**config.mk**
```make
export PLATFORM = sky130hd
export DESIGN_NAME = timestamp_kway_stream_merger
export DESIGN_NICKNAME = d
export VERILOG_FILES = /design/src/rtl/core/tkm_pkg.sv /design/src/rtl/core/tkm_head_mem.sv /design/src/rtl/core/tkm_scan_unit.sv /design/src/rtl/core/timestamp_kway_stream_merger.sv
export SDC_FILE = /design/constraint.sdc
export NUM_CORES = 1
export LEC_CHECK = 0
export BUFFER_PORTS_ARGS = -buffer_cell sky130_fd_sc_hd__buf_2
export CAP_MARGIN = 0
export CORE_MARGIN = 2
export CORE_UTILIZATION = 40
export DETAILED_ROUTE_END_ITERATION = 10
export PLACE_DENSITY = 0.65
export SYNTH_ARGS = -nofsm -noshare
export SYNTH_HDL_FRONTEND = slang
export SYNTH_SLANG_ARGS = --single-unit
export TNS_END_PERCENT = 100
```
**constraint.sdc**
```tcl
create_clock -name clk_i -period 18.5 [get_ports clk_i]
set_input_delay 3.7 -clock clk_i [delete_from_list [all_inputs] [get_ports clk_i]]
set_output_delay 3.7 -clock clk_i [all_outputs]
set_load 0.01 [all_outputs]
```
**src/rtl/core/tkm_pkg.sv**
```systemverilog
// ----------------------------------------------------------------------------
// tkm_pkg
// Shared types and codes for the timestamp k-way stream merger.
// ----------------------------------------------------------------------------
`default_nettype none

package tkm_pkg;

  // Head key: seconds above a full 20-bit microseconds field
  localparam int SecW = 32;
  localparam int MicW = 20;
  localparam int KeyW = SecW + MicW;

  typedef enum logic [1:0] {
    CMD_OFFER = 2'd0,
    CMD_END   = 2'd1,
    CMD_ERROR = 2'd2,
    CMD_NONE  = 2'd3
  } cmd_e;

  typedef enum logic [1:0] {
    PS_AWAIT = 2'd0,
    PS_HEAD  = 2'd1,
    PS_END   = 2'd2,
    PS_FAIL  = 2'd3
  } port_state_e;

  typedef enum logic [1:0] {
    RES_SELECT = 2'd0,
    RES_END    = 2'd1,
    RES_ERROR  = 2'd2
  } res_status_e;

  typedef enum logic {
    CFG_MERGE_MODE   = 1'b0,
    CFG_ACTIVE_PORTS = 1'b1
  } cfg_index_e;

  typedef enum logic [2:0] {
    ST_IDLE,
    ST_SCAN,
    ST_DRAIN,
    ST_DECIDE,
    ST_EMIT
  } seq_state_e;

  typedef struct packed {
    logic clear;
    logic step;
  } scan_ctl_t;

  typedef struct packed {
    logic any_await;
    logic found_head;
    logic any_live;
  } scan_res_t;

endpackage

`default_nettype wire

```
**src/rtl/core/tkm_head_mem.sv**
```systemverilog
// ----------------------------------------------------------------------------
// tkm_head_mem
// Head timestamp store, one write and one registered read per cycle.
// ----------------------------------------------------------------------------
`default_nettype none

module tkm_head_mem
  import tkm_pkg::*;
#(
  parameter int NUM_PORTS = 8,
  parameter int IdxW      = 3
) (
  input  wire logic            clk_i,
  input  wire logic            we_i,
  input  wire logic [IdxW-1:0] waddr_i,
  input  wire logic [KeyW-1:0] wdata_i,
  input  wire logic [IdxW-1:0] raddr_i,
  output logic      [KeyW-1:0] rdata_o
);

  logic [KeyW-1:0] mem_q [NUM_PORTS];
  logic [KeyW-1:0] rdata_q;

  always_ff @(posedge clk_i) begin
    if (we_i) begin
      mem_q[waddr_i] <= wdata_i;
    end
  end

  always_ff @(posedge clk_i) begin
    rdata_q <= mem_q[raddr_i];
  end

  assign rdata_o = rdata_q;

endmodule

`default_nettype wire

```
**src/rtl/core/tkm_scan_unit.sv**
```systemverilog
// ----------------------------------------------------------------------------
// tkm_scan_unit
// Shared compare unit: folds one port per step into the running scan result.
// ----------------------------------------------------------------------------
`default_nettype none

module tkm_scan_unit
  import tkm_pkg::*;
#(
  parameter int IdxW = 3
) (
  input  wire logic            clk_i,
  input  wire logic            rst_ni,
  input  wire scan_ctl_t       ctl_i,
  input  wire logic [IdxW-1:0] idx_i,
  input  wire port_state_e     st_i,
  input  wire logic [KeyW-1:0] key_i,
  output scan_res_t            res_o,
  output logic      [IdxW-1:0] best_idx_o,
  output logic      [IdxW-1:0] first_idx_o
);

  scan_res_t       res_q, res_d;
  logic [IdxW-1:0] best_q, best_d;
  logic [IdxW-1:0] first_q, first_d;
  logic [KeyW-1:0] best_key_q, best_key_d;
  logic            take_head;
  logic            live;

  // <= so that on equal keys the later (higher) port wins
  assign take_head = (st_i == PS_HEAD) && (!res_q.found_head || (key_i <= best_key_q));
  assign live      = (st_i != PS_END) && (st_i != PS_FAIL);

  always_comb begin
    res_d      = res_q;
    best_d     = best_q;
    first_d    = first_q;
    best_key_d = best_key_q;
    if (ctl_i.clear) begin
      res_d = '0;
    end else if (ctl_i.step) begin
      if (st_i == PS_AWAIT) begin
        res_d.any_await = 1'b1;
      end
      if (take_head) begin
        res_d.found_head = 1'b1;
        best_d           = idx_i;
        best_key_d       = key_i;
      end
      if (live && !res_q.any_live) begin
        res_d.any_live = 1'b1;
        first_d        = idx_i;
      end
    end
  end

  always_ff @(posedge clk_i or negedge rst_ni) begin
    if (!rst_ni) begin
      res_q <= '0;
    end else begin
      res_q <= res_d;
    end
  end

  always_ff @(posedge clk_i) begin
    best_q     <= best_d;
    first_q    <= first_d;
    best_key_q <= best_key_d;
  end

  assign res_o       = res_q;
  assign best_idx_o  = best_q;
  assign first_idx_o = first_q;

endmodule

`default_nettype wire

```
**src/rtl/core/timestamp_kway_stream_merger.sv**
```systemverilog
// ----------------------------------------------------------------------------
// timestamp_kway_stream_merger
// Merges per-port packet head events into one selection stream, either by
// earliest head timestamp or by appending ports in index order.
// ----------------------------------------------------------------------------
//
//  channel | direction | handshake            | payload
//  --------+-----------+----------------------+-------------------------------
//  in      | input     | in_valid_i/in_stall_o | command, source_port, ts_*
//  out     | output    | out_valid_o/out_stall_i | status, selected_port
//  cfg     | input     | cfg_we_i             | cfg_index_i, cfg_data_i
//
//  - An error event is accepted and then goes straight to the result load.
//  - Head and end events pass through one accept state, N scan steps
//    through the shared compare unit (one port per cycle, set by the single
//    head memory read port), a drain step for the registered read, a decide
//    step and, when they give a result, a load; N is the clamped active
//    port count.
//  - Ignored events (command 3, inactive port) are accepted without leaving idle.
//  - in_stall_o is high while a transaction is in work; the output register
//    holds a finished result while the next transaction is taken, and a new
//    result waits in the load cycle while that register is still stalled.
//  - Reset puts every port in awaiting state; head memory needs no clear.
// ----------------------------------------------------------------------------
`default_nettype none

module timestamp_kway_stream_merger
  import tkm_pkg::*;
#(
  parameter int NUM_PORTS = 8
) (
  input  wire logic        clk_i,
  input  wire logic        rst_ni,
  // configuration
  input  wire logic        cfg_we_i,
  input  wire logic        cfg_index_i,
  input  wire logic [3:0]  cfg_data_i,
  // event input
  input  wire logic        in_valid_i,
  output logic             in_stall_o,
  input  wire logic [1:0]  command_i,
  input  wire logic [2:0]  source_port_i,
  input  wire logic [31:0] ts_seconds_i,
  input  wire logic [19:0] ts_micros_i,
  // selection output
  output logic             out_valid_o,
  input  wire logic        out_stall_i,
  output logic [1:0]       status_o,
  output logic [2:0]       selected_port_o
);

  localparam int IdxW = (NUM_PORTS > 1) ? $clog2(NUM_PORTS) : 1;
  localparam int CntW = $clog2(NUM_PORTS + 1);

  // --- configuration registers ---
  logic       merge_mode_q;
  logic [3:0] active_ports_q;

  always_ff @(posedge clk_i or negedge rst_ni) begin
    if (!rst_ni) begin
      merge_mode_q   <= 1'b0;
      active_ports_q <= 4'd2;
    end else if (cfg_we_i) begin
      case (cfg_index_e'(cfg_index_i))
        CFG_MERGE_MODE:   merge_mode_q   <= cfg_data_i[0];
        CFG_ACTIVE_PORTS: active_ports_q <= cfg_data_i;
        default:          merge_mode_q   <= merge_mode_q;
      endcase
    end
  end

  // Clamp the active count to 1..NUM_PORTS
  logic [CntW-1:0] port_cnt;
  logic [IdxW-1:0] last_idx;

  always_comb begin
    if (active_ports_q == 4'd0) begin
      port_cnt = CntW'(1);
    end else if (int'(active_ports_q) > NUM_PORTS) begin
      port_cnt = CntW'(NUM_PORTS);
    end else begin
      port_cnt = CntW'(active_ports_q);
    end
  end

  assign last_idx = IdxW'(port_cnt - CntW'(1));

  // --- per-port status, cleared to awaiting by reset ---
  port_state_e     port_status_q [NUM_PORTS];
  logic            st_we;
  logic [IdxW-1:0] st_waddr;
  port_state_e     st_wdata;

  always_ff @(posedge clk_i or negedge rst_ni) begin
    if (!rst_ni) begin
      for (int i = 0; i < NUM_PORTS; i++) begin
        port_status_q[i] <= PS_AWAIT;
      end
    end else if (st_we) begin
      port_status_q[st_waddr] <= st_wdata;
    end
  end

  // --- latched transaction ---
  cmd_e            cmd_q;
  logic [2:0]      port_q;
  logic [KeyW-1:0] item_key_q;

  // --- sequencer and scan index ---
  seq_state_e      state_q, state_d;
  logic [IdxW-1:0] idx_q, idx_d;
  logic            accept;
  logic            port_ok;
  cmd_e            in_cmd;

  assign in_cmd  = cmd_e'(command_i);
  assign port_ok = int'(source_port_i) < int'(port_cnt);
  assign accept  = in_valid_i && !in_stall_o;

  // Scan stage: effective status of the port under the index, with this
  // transaction's own update folded in when the index reaches its port.
  port_state_e cur_st, eff_st;
  logic        hit, take_item;

  assign cur_st = port_status_q[idx_q];
  assign hit    = (idx_q == IdxW'(port_q));

  always_comb begin
    eff_st    = cur_st;
    take_item = 1'b0;
    if (hit && (cmd_q == CMD_OFFER) && !merge_mode_q && (cur_st == PS_AWAIT)) begin
      eff_st    = PS_HEAD;
      take_item = 1'b1;
    end else if (hit && (cmd_q == CMD_END) && (cur_st != PS_FAIL)) begin
      eff_st = PS_END;
    end
  end

  // Compare stage, registered after the scan stage: aligned with the head memory read
  logic            p_valid_q;
  logic [IdxW-1:0] p_idx_q;
  port_state_e     p_st_q;
  logic            p_take_q;
  logic [KeyW-1:0] mem_key;
  logic [KeyW-1:0] cmp_key;

  assign cmp_key = p_take_q ? item_key_q : mem_key;

  tkm_head_mem #(
    .NUM_PORTS (NUM_PORTS),
    .IdxW      (IdxW)
  ) u_head_mem (
    .clk_i   (clk_i),
    .we_i    ((state_q == ST_SCAN) && take_item),
    .waddr_i (idx_q),
    .wdata_i (item_key_q),
    .raddr_i (idx_q),
    .rdata_o (mem_key)
  );

  scan_ctl_t       scan_ctl;
  scan_res_t       scan_res;
  logic [IdxW-1:0] best_idx;
  logic [IdxW-1:0] first_idx;

  assign scan_ctl.clear = accept;
  assign scan_ctl.step  = p_valid_q;

  tkm_scan_unit #(
    .IdxW (IdxW)
  ) u_scan (
    .clk_i       (clk_i),
    .rst_ni      (rst_ni),
    .ctl_i       (scan_ctl),
    .idx_i       (p_idx_q),
    .st_i        (p_st_q),
    .key_i       (cmp_key),
    .res_o       (scan_res),
    .best_idx_o  (best_idx),
    .first_idx_o (first_idx)
  );

  // --- pending result and output register ---
  res_status_e res_status_q, res_status_d;
  logic [2:0]  res_port_q, res_port_d;
  logic        out_valid_q;
  res_status_e out_status_q;
  logic [2:0]  out_port_q;
  logic        out_load;

  always_comb begin
    state_d      = state_q;
    idx_d        = idx_q;
    st_we        = 1'b0;
    st_waddr     = idx_q;
    st_wdata     = eff_st;
    res_status_d = res_status_q;
    res_port_d   = res_port_q;
    out_load     = 1'b0;
    in_stall_o   = (state_q != ST_IDLE);

    case (state_q)
      ST_IDLE: begin
        if (accept && port_ok && (in_cmd != CMD_NONE)) begin
          if (in_cmd == CMD_ERROR) begin
            st_we        = 1'b1;
            st_waddr     = IdxW'(source_port_i);
            st_wdata     = PS_FAIL;
            res_status_d = RES_ERROR;
            res_port_d   = source_port_i;
            state_d      = ST_EMIT;
          end else begin
            idx_d   = '0;
            state_d = ST_SCAN;
          end
        end
      end
      ST_SCAN: begin
        st_we = (eff_st != cur_st);
        if (idx_q == last_idx) begin
          state_d = ST_DRAIN;
        end else begin
          idx_d = idx_q + IdxW'(1);
        end
      end
      ST_DRAIN: begin
        state_d = ST_DECIDE;
      end
      ST_DECIDE: begin
        state_d = ST_IDLE;
        if (!merge_mode_q) begin
          if (!scan_res.any_await) begin
            state_d = ST_EMIT;
            if (scan_res.found_head) begin
              st_we        = 1'b1;
              st_waddr     = best_idx;
              st_wdata     = PS_AWAIT;
              res_status_d = RES_SELECT;
              res_port_d   = 3'(best_idx);
            end else begin
              res_status_d = RES_END;
              res_port_d   = 3'd0;
            end
          end
        end else if (cmd_q == CMD_OFFER) begin
          // append: forward only from the lowest live port
          if (scan_res.any_live && (first_idx == IdxW'(port_q))) begin
            st_we        = 1'b1;
            st_waddr     = first_idx;
            st_wdata     = PS_AWAIT;
            res_status_d = RES_SELECT;
            res_port_d   = port_q;
            state_d      = ST_EMIT;
          end
        end else if (!scan_res.any_live) begin
          res_status_d = RES_END;
          res_port_d   = 3'd0;
          state_d      = ST_EMIT;
        end
      end
      ST_EMIT: begin
        if (!out_valid_q || !out_stall_i) begin
          out_load = 1'b1;
          state_d  = ST_IDLE;
        end
      end
      default: begin
        state_d = ST_IDLE;
      end
    endcase
  end

  always_ff @(posedge clk_i or negedge rst_ni) begin
    if (!rst_ni) begin
      state_q     <= ST_IDLE;
      idx_q       <= '0;
      p_valid_q   <= 1'b0;
      out_valid_q <= 1'b0;
    end else begin
      state_q   <= state_d;
      idx_q     <= idx_d;
      p_valid_q <= (state_q == ST_SCAN);
      if (out_load) begin
        out_valid_q <= 1'b1;
      end else if (!out_stall_i) begin
        out_valid_q <= 1'b0;
      end
    end
  end

  always_ff @(posedge clk_i) begin
    if (accept) begin
      cmd_q      <= in_cmd;
      port_q     <= source_port_i;
      item_key_q <= {ts_seconds_i, ts_micros_i};
    end
    p_idx_q      <= idx_q;
    p_st_q       <= eff_st;
    p_take_q     <= take_item;
    res_status_q <= res_status_d;
    res_port_q   <= res_port_d;
    if (out_load) begin
      out_status_q <= res_status_q;
      out_port_q   <= res_port_q;
    end
  end

  assign out_valid_o     = out_valid_q;
  assign status_o        = out_status_q;
  assign selected_port_o = out_port_q;

`ifndef SYNTH
  a_out_from_emit: assert property (@(posedge clk_i) disable iff (!rst_ni)
    $rose(out_valid_q) |-> $past(state_q) == ST_EMIT)
    else $error("output valid rose outside result load");

  a_idx_in_range: assert property (@(posedge clk_i) disable iff (!rst_ni)
    (state_q == ST_SCAN) |-> (int'(idx_q) < int'(port_cnt)))
    else $error("scan index beyond active ports");

  a_decide_after_drain: assert property (@(posedge clk_i) disable iff (!rst_ni)
    (state_q == ST_DECIDE) |-> $past(state_q) == ST_DRAIN)
    else $error("decide without drained compare stage");

  a_best_holds_head: assert property (@(posedge clk_i) disable iff (!rst_ni)
    ((state_q == ST_DECIDE) && !merge_mode_q && scan_res.found_head)
      |-> (port_status_q[best_idx] == PS_HEAD))
    else $error("selected port holds no head");
`endif

endmodule

`default_nettype wire

```
**Yosys cells after proc, flatten, opt, wreduce, memory -nomap -nowiden**

Memory sizes are Yosys's and may differ from the RTL's. A register that Yosys moved wholly into a read port is not among the register bits.
Index checks and enable logic that the tools add are counted.

- Output and inout bits: 7
- RAM bits: 416
- Bits of input ports: 67
- Memories kept: 1
- Register bits: 163

Memories:

| name | depth | bits a word | rd ports | clocked after memory_dff | wr ports | line | text |
|---|---|---|---|---|---|---|---|
| u_head_mem.mem_q | 8 | 52 | 1 | 1 | 1 | tkm_head_mem.sv:21 | `logic [KeyW-1:0] mem_q [NUM_PORTS];` |

- $add $sub $neg: 2
- Order comparisons: 6
- Bitwise gates (word level): 4
- Reductions and logical operators: 44
- Mux-type cells: 79
- Eq/ne operators: 25

Operators with widths:

| cell | count |
|---|---|
| two-way mux 3 bit | 29 |
| less-or-equal comparator 52 bit | 1 |
| two-way mux 52 bit | 1 |
| two-way mux 2 bit | 19 |
| inequality test 2 bit, second input constant | 10 |
| two-way mux 1 bit | 18 |
| case mux 3 bit (2 select lines) | 3 |
| bitwise mux 16 bit | 1 |
| case mux 3 bit (5 select lines) | 1 |
| logical AND 1 bit | 14 |
| nonzero test 2 bit | 6 |
| AND reduction 2 bit | 5 |
| equality test 3 bit | 3 |
| AND reduction 3 bit | 3 |
| >= comparator 4 bit, second input constant | 2 |
| two-way mux 4 bit | 2 |
| inequality test 4 bit, second input constant | 2 |
| NOT 3 -> 4 bit | 2 |
| case mux 2 bit (2 select lines) | 2 |
| binary-select mux 2 bit (select 3 bit) | 1 |
| demux 2 bit (select 3 bit) | 1 |
| equality test 3 x 2 -> 1 bit, second input constant | 2 |
| zero test 1 bit | 6 |
| zero test 2 bit | 3 |
| other kinds (20) | 23 |

**Depth between registers and ports, before layout**

- Depth after elaboration: 14
- Depth in mapped cells: 11
- Gate-level depth less buffers: 9

**Cells and area by module**

From an unflattened synthesis, not the netlist that was laid out.

- Cell total of the unflattened synthesis: 1301
- Area, all modules: 24903.9 um^2

Modules (own cells, without submodules):

| module | seq. area each (um^2) | times used | cells an instance | area each (um^2) |
|---|---|---|---|---|
| tkm_head_mem | 13533.0 | 1 | 667 | 16741.1 |
| timestamp_kway_stream_merger | 2859.0 | 1 | 368 | 4924.7 |
| tkm_scan_unit | 1816.7 | 1 | 266 | 3238.1 |

**Worst setup path before layout**

OpenSTA, ideal clock, no wires.

- Kind: in2reg
- Start: input in_valid_i
- End: register u_scan.best_q[0], in the netlist u_scan.best_idx_o[0] (enable)
- Data required time: 17.947 ns
- Cell stages on the path: 7
- Arrival: 8.805 ns
- Path slack: 9.142 ns
- Cells stage by stage: or4b_4 nand3_1 nor3_1 and4b_1 o31a_1 o22ai_1 o32ai_1

- Longest elaborated chain between the ends: 3

Ends and longest elaborated chain:

| element | line | text |
|---|---|---|
| start, declared | timestamp_kway_stream_merger.sv:39 | `input wire logic in_valid_i,` |
| logical AND 1 bit | timestamp_kway_stream_merger.sv:118 | `assign accept = in_valid_i && !in_stall_o;` |
| NOT 1 bit (no source line) | n/a |  |
| AND reduction 3 bit (no source line) | n/a |  |
| end signal, assigned | tkm_scan_unit.sv:66 | `best_q <= best_d;` |
| end, declared | tkm_scan_unit.sv:24 | `logic [IdxW-1:0] best_q, best_d;` |

No other way between the ends.
A chain may end at the register's enable or synchronous reset.

**Final worst setup path**

- Start: input in_valid_i
- End: register u_scan.best_key_q[44] (enable)

- Longest elaborated chain between the ends: 3

Ends and longest elaborated chain:

| element | line | text |
|---|---|---|
| logical AND 1 bit | timestamp_kway_stream_merger.sv:118 |  |
| NOT 1 bit (no source line) | n/a |  |
| AND reduction 3 bit (no source line) | n/a |  |
| end signal, assigned | tkm_scan_unit.sv:68 | `best_key_q <= best_key_d;` |
| end, declared | tkm_scan_unit.sv:26 | `logic [KeyW-1:0] best_key_q, best_key_d;` |

No other way between the ends.

==> qor.csv <==
metric,value,unit
status,finished clean,
globalplace.congestion,0.8338,
rows,89,
syn_inst,1383,
via_per_inst,5.593,
holdCritPathClass,reg -> reg,
max-vdd-ir-drop,0.0001171,V
num-fill-cells,4920,
slowest_delay,0.92,ns
cts_max_path_buffers,3,
fin_ws,12.14,ns
min_path_cells,0,
cp.arrival,6.61,ns
path_cells,buf_2 -> or4b_4 -> nand3_1 -> nor3_1 -> and4b_1 -> o31a_1 -> o22ai_1 -> o32ai_4 -> buf_4,
switching_share,0.2744,
cts_made_buffers,61,
p_sw,1.048,mW
die_y,247.2,um
tightest_slew,1.114,ns
drtPass1Iterations,5,
seq_area,18210,um2
cap_violations,0,
p_comb_frac,0.176,
die_area,61100,um2
slew_violations,0,
multiInputGateArea,5065,um2
min_period,6.359,ns
post_cts_buffers,0,
hold_viol_final,0,
whs,0.4222,ns
io_buffers,73,
hold_buffers,0,
layout-drive-gt1-share,0.1802,
clkSinkCount,631,
fmax,0.1573,GHz
initial_utilization,0.4031,
cts.htree.levels,2,
reg2reg_depth,10,
pre_cts_slack,11.49,ns
ctsResizeCount,0,
cp_slowest_cell,o32ai_4,
area_growth,14.63,%
power.share.clock,0.339,
dp_hpwl,25970,um
intPower,2.773,mW
period_share,0.3437,
avgSynthCellArea,17.10,um2
synth_top_cell_by_area,edfxtp_1,
clkTransAtPathRegs,0.06,ns
cts_tree,yes,
cp-start-kind,input port,
setup_violations,0,
post-route-drc-count,0,
die_x,247.2,um
synth-main-ff-cell,edfxtp_1,
required,18.75,ns
cts_root_buffer,clkbuf_16,
grt_pass1_vias,13100,
clock_skew,0.03223,ns
crit_type,in -> reg,
grt_start_max_net_pins,62,
n_antenna_cell,0,
grt_remaining_overflow,0,
p_leak,9.287,nW
syn-num-nets,1506,
ys_ff_latch,631,
fin_tns_setup,0,ns
grt_pass1_wl,79320,um
synth_area,23650,um2
powerDensity,140.9,nW/um2
wl_per_cell,22.68,um
end_kind,flip-flop,
antenna_found_initial,0,
drt_wl_total,52280,um
cp_max_fo,33,
yosys-top-cells-area,"edfxtp_1 (69%), a22oi_1 (6.7%), dfxtp_1 (4.9%), dfrtp_1 (3.3%), ha_1 (3.0%)",
first_iter_violations,1195,
synth-edff-count,541,
synth_cell_type_count,66,
coreArea,58690,um2
vias,12890,
seqPwrFrac,0.485,
synth-seq-area-share,0.7698,
fin_nets,1602,
drtAntennaViolNets,0,
grt_setup_unrepaired,no,
clk_latency,0.64,ns
yosys_warnings,0,
synth_top_area_share,0.6868,
maxSlewHeadroom,0.2572,
synthArstFlopShare,0.05071,
ios,74,
final_cell_count_no_fill,2305,
placed_cells,2189,
grt.total_usage,0.1710,
[kinds of logic after synthesis]
family,Yosys count,synth area share
AOI/OAI and AO/OA,301,0.09500
muxes,81,0.03835
and+or+nand+nor,181,0.04274
adders and majority gates,56,0.02962
xor gates and xnor gates,12,0.004443
buffers and inverters,121,0.02005
DFF,631,0.7698
[flip-flops by register name (all words and copies together), names as in the netlist]
signal,cells
p_st_q,2
p_valid_q,1
u_scan.best_key_q,52
p_idx_q,3
res_status_q,2
state_q,3
u_scan.best_idx_o,3
u_scan.res_o,3
u_scan.first_idx_o,3
p_take_q,1
res_port_q,3
u_head_mem.mem_q,416
selected_port_o,3
item_key_q,52
cmd_q,2
merge_mode_q,1
out_valid_o,1
port_q,3
idx_q,3
u_head_mem.rdata_o,52
active_ports_q,4
status_o,2
port_status_q,16
[worst max-delay path: cells and delay by family]
kind	cells	cell delay [ns]
simple gates	4	1.02
buf+inv	2	0.67
compound gates	3	1.19
[stage by stage]
stage	total power [mW]	util	area [um2]
2_1_floorplan	2.305	-	23650
3_3_place_gp	2.526	0.4256	24980
3_5_place_dp	2.548	0.4256	24980
4_1_cts	3.850	0.4620	27110
5_1_grt	3.995	0.4620	27110
6_report	3.821	0.4620	27110
[Yosys cell counts (all sizes together) (3+ instances only)]
cell type	n
o31a	3
o22ai	3
mux2	71
xor2	5
a21o	8
o21a	3
nand2	19
buf	3
ha	56
a221oi	4
xnor2	7
a22oi	213
o21ai	15
and2	4
a21oi	25
dfrtp	31
nor2b	6
nor2	29
nand2b	4
edfxtp	541
mux2i	10
dfxtp	58
inv	63
nand3	11
clkbuf	54
a211oi	3
nor3	17
nand4	72
a211o	3
and3	7
[power groups by stage]
stage               clock network, mW  registers, mW  logic (mW)
floorplan                           0           1.84       0.467
global placement                    0           1.87       0.652
detailed placement                  0           1.88       0.665
CTS                              1.32           1.86       0.673
global route                     1.38           1.87       0.744
finish                           1.30           1.85       0.671
[cell type report]
| class | instances | area share |
|---|---|---|
| clock buffer | 80 | 0.06156 |
| clock inverter | 36 | 0.01726 |
| inverter | 64 | 0.008952 |
| multi-input combinational | 631 | 0.1868 |
| sequential | 631 | 0.6716 |
| tap | 773 | 0.03567 |
| timing repair buffer | 90 | 0.01818 |
[metal layers]
metal  track usage  up-vias  share of wire
met5             0        -              0
met4       0.05125        0          0.022
met3       0.02464       96          0.061
met2        0.2725      431           0.46
met1        0.2439     6610           0.45
li1              -     5755              -
[worst paths after layout]
check / start / endpoint / slack, ns
max reg2reg: p_take_q$_DFF_P_ / u_scan.best_key_q[44]$_DFFE_PP_ / 13.33
max: in_valid_i / u_scan.best_key_q[44]$_DFFE_PP_ / 12.14
min reg2reg: res_port_q[0]$_DFFE_PP_ / selected_port_o[0]$_DFFE_PP_ / 0.42
min: res_port_q[0]$_DFFE_PP_ / selected_port_o[0]$_DFFE_PP_ / 0.42
max in group asynchronous: rst_ni / merge_mode_q$_DFFE_PN0P_ / 14.85
min in group asynchronous: rst_ni / port_status_q[12]$_DFFE_PN0P_ / 3.14
[cell usage in the layout, fill, tap and decap left out, drive strengths merged, types with 10 or more instances in the layout]
| master | netlist | layout |
|---|---|---|
| mux2i | 10 | 10 |
| nand4 | 72 | 72 |
| nor2 | 29 | 29 |
| nand3 | 11 | 11 |
| edfxtp | 541 | 541 |
| clkbuf | 54 | 80 |
| clkinv | 1 | 21 |
| a21oi | 25 | 25 |
| nand2 | 19 | 19 |
| a22oi | 213 | 213 |
| buf | 3 | 90 |
| inv | 63 | 64 |
| dfxtp | 58 | 58 |
| mux2 | 71 | 71 |
| ha | 56 | 56 |
| o21ai | 15 | 15 |
| nor3 | 17 | 17 |
| dfrtp | 31 | 31 |
No activity file was read; power rests on OpenSTA's default activity.
